--- config.mk ---
export PLATFORM = sky130hd
export DESIGN_NAME = ac_rms_dc_removed_unit
export DESIGN_NICKNAME = d
export VERILOG_FILES = /design/src/rtl/acr_pkg.sv /design/src/rtl/acr_sub_unit.sv /design/src/rtl/acr_accum.sv /design/src/rtl/acr_seq.sv /design/src/rtl/ac_rms_dc_removed_unit.sv
export VERILOG_INCLUDE_DIRS = /design/src /design/src/rtl
export SDC_FILE = /design/constraint.sdc
export NUM_CORES = 2
export LEC_CHECK = 0
export ABC_AREA = 1
export ABC_CLOCK_PERIOD_IN_PS = 7750
export BUFFER_PORTS_ARGS = -buffer_cell sky130_fd_sc_hd__buf_2
export CAP_MARGIN = 5
export CORE_MARGIN = 4
export CORE_UTILIZATION = 43
export CTS_CLUSTER_DIAMETER = 30
export DETAILED_ROUTE_END_ITERATION = 16
export PLACE_DENSITY = 0.6
export SLEW_MARGIN = 20
export SYNTH_ARGS = -nofsm -noshare
export SYNTH_HDL_FRONTEND = slang
export SYNTH_SLANG_ARGS = --single-unit
--- constraint.sdc ---
create_clock -name clk -period 7.75 [get_ports clk]
set_input_delay 0.775 -clock clk [delete_from_list [all_inputs] [get_ports clk]]
set_output_delay 0.775 -clock clk [all_outputs]
set_load 0.05 [all_outputs]
--- src/rtl/ac_rms_dc_removed_unit_macros.svh ---
// ----------------------------------------------------------------------------
// ac_rms_dc_removed_unit_macros
// Assertion macros shared by the AC RMS unit.
// ----------------------------------------------------------------------------
`ifndef AC_RMS_DC_REMOVED_UNIT_MACROS_SVH
`define AC_RMS_DC_REMOVED_UNIT_MACROS_SVH

// same-cycle implication
`define ACR_ASSERT_NOW(label, ante, cons, msg) \
    label: assert property (@(posedge clk) disable iff (!rst_n) (ante) |-> (cons)) \
        else $error(msg);

// next-cycle implication
`define ACR_ASSERT_NEXT(label, ante, cons, msg) \
    label: assert property (@(posedge clk) disable iff (!rst_n) (ante) |=> (cons)) \
        else $error(msg);

`endif

--- src/rtl/acr_pkg.sv ---
// ----------------------------------------------------------------------------
// acr_pkg
// Widths, constants and status types of the AC RMS unit.
// ----------------------------------------------------------------------------
package acr_pkg;

    localparam int ACR_DATA_W      = 24;
    localparam int ACR_CNT_W       = 15;
    localparam int ACR_SUM_W       = 64;
    localparam int ACR_MEAN_W      = 48;
    localparam int ACR_REM_W       = 25;
    localparam int ACR_UNIT_W      = 27;
    localparam int ACR_ITER_W      = 6;
    localparam int ACR_MAX_SAMPLES = 16384;
    localparam int ACR_SAMPLE_BITS = 24;

    typedef struct packed {
        logic                 busy;
        logic                 dropped;
        logic [ACR_CNT_W-1:0] count;
    } acr_acc_stat_t;

    typedef struct packed {
        logic                  valid;
        logic [ACR_DATA_W-1:0] rms;
        logic [ACR_CNT_W-1:0]  count;
        logic                  overflow;
    } acr_result_t;

endpackage

--- src/rtl/acr_sub_unit.sv ---
// ----------------------------------------------------------------------------
// acr_sub_unit
// Shared subtract-and-compare unit for the divide and square root steps.
// ----------------------------------------------------------------------------
module acr_sub_unit #(
    parameter int W = acr_pkg::ACR_UNIT_W
) (
    input  logic [W-1:0] a,
    input  logic [W-1:0] b,
    output logic [W-1:0] diff,
    output logic         ge
);
    logic borrow;

    assign {borrow, diff} = {1'b0, a} - {1'b0, b};
    assign ge = ~borrow;

endmodule

--- src/rtl/acr_accum.sv ---
// ----------------------------------------------------------------------------
// acr_accum
// Offset removal, squaring and sum/count accumulation, one word per cycle.
// ----------------------------------------------------------------------------
`include "ac_rms_dc_removed_unit_macros.svh"

module acr_accum #(
    parameter int MAX_SAMPLES = acr_pkg::ACR_MAX_SAMPLES,
    parameter int SAMPLE_BITS = acr_pkg::ACR_SAMPLE_BITS
) (
    input  logic                                 clk,
    input  logic                                 rst_n,
    input  logic                                 cfg_we,
    input  logic [acr_pkg::ACR_DATA_W-1:0]       cfg_wdata,
    input  logic                                 accept,
    input  logic [acr_pkg::ACR_DATA_W-1:0]       sample,
    input  logic                                 clear,
    output logic [acr_pkg::ACR_SUM_W-1:0]        sum,
    output acr_pkg::acr_acc_stat_t               stat
);
    import acr_pkg::*;

    localparam logic [ACR_CNT_W-1:0] MAX_CNT = ACR_CNT_W'(MAX_SAMPLES);

    logic [ACR_DATA_W-1:0]  dc_offset_reg;
    logic [ACR_DATA_W-1:0]  mag_reg;
    logic [ACR_DATA_W-1:0]  mag_next;
    logic                   mag_v_reg;
    logic [ACR_MEAN_W-1:0]  sq_reg;
    logic                   sq_v_reg;
    logic [ACR_SUM_W-1:0]   sum_reg;
    logic [ACR_CNT_W-1:0]   count_reg;
    logic                   dropped_reg;
    logic                   room;
    logic signed [ACR_DATA_W:0] s_ext;
    logic signed [ACR_DATA_W:0] d_ext;
    logic signed [ACR_DATA_W:0] diff;
    logic [ACR_DATA_W:0]    neg_diff;

    assign s_ext    = {{(ACR_DATA_W + 1 - SAMPLE_BITS){sample[SAMPLE_BITS-1]}},
                       sample[SAMPLE_BITS-1:0]};
    assign d_ext    = {dc_offset_reg[ACR_DATA_W-1], dc_offset_reg};
    assign diff     = s_ext - d_ext;
    assign neg_diff = -diff;
    assign mag_next = diff[ACR_DATA_W] ? neg_diff[ACR_DATA_W-1:0] : diff[ACR_DATA_W-1:0];
    assign room     = (count_reg < MAX_CNT);

    always_ff @(posedge clk or negedge rst_n)
    begin
        if (!rst_n)
        begin
            dc_offset_reg <= '0;
            mag_v_reg     <= 1'b0;
            sq_v_reg      <= 1'b0;
            sum_reg       <= '0;
            count_reg     <= '0;
            dropped_reg   <= 1'b0;
        end
        else
        begin
            if (cfg_we)
            begin
                dc_offset_reg <= cfg_wdata;
            end
            mag_v_reg <= accept && room;
            sq_v_reg  <= mag_v_reg;
            if (clear)
            begin
                sum_reg     <= '0;
                count_reg   <= '0;
                dropped_reg <= 1'b0;
            end
            else
            begin
                if (sq_v_reg)
                begin
                    sum_reg <= sum_reg + ACR_SUM_W'(sq_reg);
                end
                if (accept && room)
                begin
                    count_reg <= count_reg + 1'b1;
                end
                if (accept && !room)
                begin
                    dropped_reg <= 1'b1;
                end
            end
        end
    end

    always_ff @(posedge clk)
    begin
        if (accept)
        begin
            mag_reg <= mag_next;
        end
        if (mag_v_reg)
        begin
            sq_reg <= mag_reg * mag_reg;
        end
    end

    assign sum          = sum_reg;
    assign stat.busy    = mag_v_reg | sq_v_reg;
    assign stat.dropped = dropped_reg;
    assign stat.count   = count_reg;

    `ACR_ASSERT_NOW(a_count_bound, 1'b1, count_reg <= MAX_CNT, "count above limit")
    `ACR_ASSERT_NEXT(a_drop_full, accept && !clear && count_reg == MAX_CNT,
        !mag_v_reg && dropped_reg, "word accumulated past limit")
    `ACR_ASSERT_NOW(a_clear_idle, clear, !accept && !mag_v_reg && !sq_v_reg,
        "clear while pipeline busy")

endmodule

--- src/rtl/acr_seq.sv ---
// ----------------------------------------------------------------------------
// acr_seq
// Sequencer: long division of the sum by the count, then digit-by-digit
// square root, both on the shared subtract unit.
// ----------------------------------------------------------------------------
`include "ac_rms_dc_removed_unit_macros.svh"

module acr_seq (
    input  logic                           clk,
    input  logic                           rst_n,
    input  logic                           start,
    input  logic [acr_pkg::ACR_SUM_W-1:0]  sum,
    input  acr_pkg::acr_acc_stat_t         acc,
    input  logic                           res_ready,
    output logic                           idle,
    output logic                           clear,
    output acr_pkg::acr_result_t           res
);
    import acr_pkg::*;

    typedef enum logic [2:0] {
        ST_ACC,
        ST_DRAIN,
        ST_DIV,
        ST_SQRT,
        ST_DONE
    } state_t;

    state_t                 state_reg;
    logic [ACR_ITER_W-1:0]  iter_reg;
    logic [ACR_SUM_W-1:0]   dvd_reg;
    logic [ACR_CNT_W-1:0]   divisor_reg;
    logic [ACR_CNT_W-1:0]   rem_div_reg;
    logic                   ovf_reg;
    logic [ACR_MEAN_W-1:0]  rad_reg;
    logic [ACR_REM_W-1:0]   rem_sq_reg;
    logic [ACR_DATA_W-1:0]  root_reg;

    logic [ACR_UNIT_W-1:0]  op_a;
    logic [ACR_UNIT_W-1:0]  op_b;
    logic [ACR_UNIT_W-1:0]  op_diff;
    logic                   op_ge;
    logic [ACR_CNT_W:0]     div_sh;
    logic [ACR_UNIT_W-1:0]  sq_sh;

    assign div_sh = {rem_div_reg, dvd_reg[ACR_SUM_W-1]};
    assign sq_sh  = {rem_sq_reg, rad_reg[ACR_MEAN_W-1 -: 2]};

    always_comb
    begin
        case (state_reg)
            ST_SQRT:
            begin
                op_a = sq_sh;
                op_b = ACR_UNIT_W'({root_reg, 2'b01});
            end
            default:
            begin
                op_a = ACR_UNIT_W'(div_sh);
                op_b = ACR_UNIT_W'(divisor_reg);
            end
        endcase
    end

    acr_sub_unit #(
        .W (ACR_UNIT_W)
    ) u_sub (
        .a    (op_a),
        .b    (op_b),
        .diff (op_diff),
        .ge   (op_ge)
    );

    assign idle         = (state_reg == ST_ACC);
    assign clear        = (state_reg == ST_DRAIN) && !acc.busy;
    assign res.valid    = (state_reg == ST_DONE) && res_ready;
    assign res.rms      = root_reg;
    assign res.count    = divisor_reg;
    assign res.overflow = ovf_reg;

    always_ff @(posedge clk or negedge rst_n)
    begin
        if (!rst_n)
        begin
            state_reg <= ST_ACC;
            iter_reg  <= '0;
        end
        else
        begin
            case (state_reg)
                ST_ACC:
                begin
                    if (start)
                    begin
                        state_reg <= ST_DRAIN;
                    end
                end
                ST_DRAIN:
                begin
                    if (!acc.busy)
                    begin
                        state_reg <= ST_DIV;
                        iter_reg  <= ACR_ITER_W'(ACR_SUM_W - 1);
                    end
                end
                ST_DIV:
                begin
                    iter_reg <= iter_reg - 1'b1;
                    if (iter_reg == '0)
                    begin
                        state_reg <= ST_SQRT;
                        iter_reg  <= ACR_ITER_W'(ACR_DATA_W - 1);
                    end
                end
                ST_SQRT:
                begin
                    iter_reg <= iter_reg - 1'b1;
                    if (iter_reg == '0)
                    begin
                        state_reg <= ST_DONE;
                    end
                end
                ST_DONE:
                begin
                    if (res_ready)
                    begin
                        state_reg <= ST_ACC;
                    end
                end
                default:
                begin
                    state_reg <= ST_ACC;
                end
            endcase
        end
    end

    // datapath registers
    always_ff @(posedge clk)
    begin
        case (state_reg)
            ST_DRAIN:
            begin
                dvd_reg     <= sum;
                divisor_reg <= acc.count;
                ovf_reg     <= acc.dropped;
                rem_div_reg <= '0;
            end
            ST_DIV:
            begin
                dvd_reg     <= {dvd_reg[ACR_SUM_W-2:0], op_ge};
                rem_div_reg <= op_ge ? op_diff[ACR_CNT_W-1:0] : div_sh[ACR_CNT_W-1:0];
                if (iter_reg == '0)
                begin
                    // empty period reads as zero mean
                    rad_reg    <= (divisor_reg == '0) ? '0
                                : {dvd_reg[ACR_MEAN_W-2:0], op_ge};
                    rem_sq_reg <= '0;
                    root_reg   <= '0;
                end
            end
            ST_SQRT:
            begin
                rad_reg    <= {rad_reg[ACR_MEAN_W-3:0], 2'b00};
                rem_sq_reg <= op_ge ? op_diff[ACR_REM_W-1:0] : sq_sh[ACR_REM_W-1:0];
                root_reg   <= {root_reg[ACR_DATA_W-2:0], op_ge};
            end
            default:
            begin
            end
        endcase
    end

    `ACR_ASSERT_NOW(a_start_idle, start, state_reg == ST_ACC, "start while busy")
    `ACR_ASSERT_NEXT(a_div_to_sqrt, state_reg == ST_DIV && iter_reg == '0,
        state_reg == ST_SQRT, "divide did not hand over to root")
    `ACR_ASSERT_NEXT(a_res_back, res.valid, state_reg == ST_ACC && !clear,
        "sequencer did not return after result")

endmodule

--- src/rtl/ac_rms_dc_removed_unit.sv ---
// ----------------------------------------------------------------------------
// ac_rms_dc_removed_unit
// AC RMS of one measurement period with DC offset removal.
// ----------------------------------------------------------------------------
// Input stream: s_axis_tdata carries one signed ADC sample per word, s_axis_tlast
// marks the last sample of the period. Words are taken one per cycle while the
// unit accumulates; the offset-removed square is summed through a 3-stage
// subtract/square/add pipeline.
// The word with tlast starts the result: the pipeline drains, a 64-step
// restoring divide of the sum by the count runs, then a 24-step root, both on
// one shared subtract unit, and the result is handed to the output register.
// s_axis_tready is low from the tlast word until the result has entered the
// output register.
// Output stream: one word per period with rms, count and the overflow flag.
// The output register holds a word until taken; samples of the next period are
// accepted meanwhile, and its result waits until the register is free.
// cfg_we/cfg_wdata write the DC offset; write only while idle.
// Reset clears sums, count, flag, offset and all valid state.
// ----------------------------------------------------------------------------
module ac_rms_dc_removed_unit #(
    parameter int MAX_SAMPLES = acr_pkg::ACR_MAX_SAMPLES,
    parameter int SAMPLE_BITS = acr_pkg::ACR_SAMPLE_BITS
) (
    input  logic        clk,
    input  logic        rst_n,
    input  logic        cfg_we,
    input  logic [23:0] cfg_wdata,      // dc_offset
    input  logic        s_axis_tvalid,
    output logic        s_axis_tready,
    input  logic [23:0] s_axis_tdata,   // sample
    input  logic        s_axis_tlast,   // last_sample
    output logic        m_axis_tvalid,
    input  logic        m_axis_tready,
    output logic [39:0] m_axis_tdata,   // rms [23:0], sample_count [38:24], zero
    output logic        m_axis_tuser    // overflow
);
    import acr_pkg::*;

    logic                   s_accept;
    logic                   start;
    logic                   clear;
    logic                   idle;
    logic                   res_ready;
    logic [ACR_SUM_W-1:0]   sum;
    acr_acc_stat_t          acc_stat;
    acr_result_t            res;

    logic                   m_valid_reg;
    logic [ACR_DATA_W-1:0]  rms_reg;
    logic [ACR_CNT_W-1:0]   count_reg;
    logic                   ovf_reg;

    assign s_axis_tready = idle;
    assign s_accept      = s_axis_tvalid && idle;
    assign start         = s_accept && s_axis_tlast;
    assign res_ready     = !m_valid_reg || m_axis_tready;

    acr_accum #(
        .MAX_SAMPLES (MAX_SAMPLES),
        .SAMPLE_BITS (SAMPLE_BITS)
    ) u_accum (
        .clk       (clk),
        .rst_n     (rst_n),
        .cfg_we    (cfg_we),
        .cfg_wdata (cfg_wdata),
        .accept    (s_accept),
        .sample    (s_axis_tdata),
        .clear     (clear),
        .sum       (sum),
        .stat      (acc_stat)
    );

    acr_seq u_seq (
        .clk       (clk),
        .rst_n     (rst_n),
        .start     (start),
        .sum       (sum),
        .acc       (acc_stat),
        .res_ready (res_ready),
        .idle      (idle),
        .clear     (clear),
        .res       (res)
    );

    always_ff @(posedge clk or negedge rst_n)
    begin
        if (!rst_n)
        begin
            m_valid_reg <= 1'b0;
        end
        else if (res.valid)
        begin
            m_valid_reg <= 1'b1;
        end
        else if (m_axis_tready)
        begin
            m_valid_reg <= 1'b0;
        end
    end

    always_ff @(posedge clk)
    begin
        if (res.valid)
        begin
            rms_reg   <= res.rms;
            count_reg <= res.count;
            ovf_reg   <= res.overflow;
        end
    end

    assign m_axis_tvalid = m_valid_reg;
    assign m_axis_tdata  = {1'b0, count_reg, rms_reg};
    assign m_axis_tuser  = ovf_reg;

endmodule
==> results.toml <==
[setup_path]
path_class = "flop to flop"
critPathMaxStageDelay_ns = 1.01
cp_cell_sequence = "nand2_1 -> fa_1 -> inv_1 -> fa_1 -> inv_1 -> fa_1 -> fa_1 -> inv_1 -> fa_1 -> fa_1 -> inv_1 -> fa_1 -> inv_1 -> ha_1 -> nand2_1 -> nor2_1 -> nand2_1 -> nor4_1 -> a21oi_1 -> o21bai_1 -> xor2_1"
cp_num_buf_inv = 5
arrival_ns = 7.67
worstSetupEndpointType = "flop"
critPathMaxFanout = 24
reg2reg_slack_ns = 0.48
cpMostUsedCell = "fa_1"
slowest_stage = "edfxtp_1"
cp-start-kind = "flop"
crit_family = "adder cells"
cp_data_required_time_ns = 8.16

[clocking]
htree_levels = 3
cts.sinks = 419
cts_setup_buffers = 0
clkTransAtPathRegs_ns = 0.04
root_buffer = "clkbuf_16"
cts-resized-gates = 0
cts_tree = "done"
numCtsBuffers = 98
clk_path_buf_depth = 3
insertion_delay_ns = 0.68
ctsHoldBuffers = 0

[run]
maxCapViolCount = 0

[global_route]
grt_pass1_wl_mm = 172.7
grt_max_degree = 98
antenna_found_initial = 1
grt_pass1_vias = 33440
grt_util_all_layers = 0.2156
overflow = 0

[sta]
drv_slew = 0
setup_violations = 0
fin_skew_ns = 0.05568
worst_slew_pin_slew_ns = 1.047
hold_ws_ns = 0.1213
relSlewSlack = 0.2944
hold_viol = 0
finalCritPeriodShare = 0.9376
fmax_ghz = 0.1376
rsz0062_at_grt = "false"
post-route-min-period_ns = 7.266
setup_tns_ns = 0

[synthesis]
synthAdderAreaFrac = 0.2961
synth_top_family_by_area = "adder cells"
synth_compound_area_frac = 0.08208
ys_seq_elements = 419
synth_warnings = 0
synth_nets = 5813
synth_edf_count = 303
async_reset_ff_frac = 0.2768
yosysSeqAreaShare = 0.2939
yosys.area_share.simple = 0.1871
postSynthAreaPerCell_um2 = 8.086
synth.area.mux_share = 0.0005209
synthesis.area_um2 = 40840
synthXorXnorAreaFrac = 0.02038
synthCells = 5050
yosys_most_used_dff = "edfxtp_1"
synth_cell_type_count = 55

[route]
vias = 32070
wire_per_inst_um = 16.02
vias_per_cell = 4.919
drtIter0Drc = 2083
drt_pass1_iterations = 6
ant_nets = 0
drc_errors = 0
wl_mm = 104.4

[status]
outcome = "finished clean"

[worst_hold_path]
hold_class = "input pin to asynchronous set/reset pin"

[cells_and_area]
seqCellArea_um2 = 12000
syn_to_final_growth_pct = 13.39
final_cell_count_no_fill = 6519
final_util = 0.4939
final_nets = 5944
fill_cells = 9054
layout_commonest_cell = "nand2_1"
multiInputGateArea_um2 = 23990
drive_above_1_share = 0.06705
final_cell_mix = "nand2_1 (1271), inv_1 (1170), fa_1 (429)"
n_antenna_cell = 0

[power]
p_per_area_nw_per_um2 = 151.0
vdd_drop_max_v = 0.0001893
total_power_w = 0.006993
leakagePower_nw = 23.74

[placement]
io_buffers = 95
gp_congestion = 0.9297
dp.final_hpwl_mm = 83.74
dp.cells = 6334

[floorplanning]
initial_utilization = 0.4356
num_rows = 112
dieHeight_um = 316.2
fp.dieArea_um2 = 99960
die_x_um = 316.2
ioPinCount = 97
core_area_um2 = 93750
## metal layers
metal | GRT usage | share of wire | vias to the layer above
li1 | - | - | 15880
met1 | 0.2749 | 0.43 | 15360
met2 | 0.3855 | 0.50 | 665
met3 | 0.02555 | 0.044 | 164
met4 | 0.06403 | 0.027 | 0
met5 | 0 | 0 | -
## cells by family (layout without fill, tap and decap cells)
| family | Yosys count | in the layout |
|---|---|---|
| simple gates | 1913 | 1913 |
| buf+inv | 1293 | 1508 |
| fa+ha+maj | 709 | 709 |
| compound gates | 618 | 618 |
| flops | 419 | 419 |
| xor+xnor | 95 | 95 |
| mux | 2 | 2 |
| other cells | 1 | 1 |
## area by class of cell
cell class	instances	area share
multi-input combinational	3338	0.5181
sequential	419	0.2593
inverter	1175	0.09528
clock buffer	119	0.05596
timing repair buffer	149	0.01943
clock inverter	65	0.01813
tap	1254	0.03389
## final timing paths
kind                       cells past startpoint          startpoint                   endpoint
setup / recovery                              21  u_accum.mag_reg[4]         u_accum.sq_reg[34]
hold / removal                                 1               rst_n  u_accum.dc_offset_reg[14]
setup reg to reg                              21  u_accum.mag_reg[4]         u_accum.sq_reg[34]
hold reg to reg                                0       u_seq.ovf_reg               m_axis_tuser
max in group asynchronous                      2               rst_n            u_accum.sum[57]
min in group clk                               2       m_axis_tready              m_axis_tvalid
## report_power, final
group	leakage, nW	total [W]	switching (W)	internal (W)
clock network	1.64	0.00419	0.00137	0.00282
logic	17.8	0.000380	0.000253	0.000126
registers	4.31	0.00242	0.00000296	0.00242
## worst register-to-register path, stage by stage, from the launching register on
cell and delay (ns):
edfxtp_1 1.01, nand2_1 0.30, fa_1 0.59, inv_1 0.05, fa_1 0.47, inv_1 0.05
fa_1 0.44, fa_1 0.58, inv_1 0.07, fa_1 0.51, fa_1 0.54, inv_1 0.05
fa_1 0.52, inv_1 0.04, ha_1 0.33, nand2_1 0.13, nor2_1 0.28, nand2_1 0.12
nor4_1 0.46, a21oi_1 0.20, o21bai_1 0.20, xor2_1 0.10
## cells in the mapped netlist, drive strengths merged, types with 57 or more instances
master	n	area, um^2
nand2	1282	4832
inv	1173	4403
fa	429	8588
nor2	363	1378
edfxtp	303	9099
o21ai	292	1476
ha	280	3503
a21oi	215	1091
nand3	176	890.9
dfrtp	116	2903
clkbuf	103	386.6
xor2	57	499.2
## metrics by stage
step | setup slack (ns) | area (um^2)
final | 0.4838 | 46300
after global routing | 0.01461 | 46300
after CTS | 0.4630 | 46280
after detailed placement | 0.4444 | 42850
after global placement | 0.5958 | 42850
after floorplan | 1.382 | 40840
(Power assumes the default switching activity.)
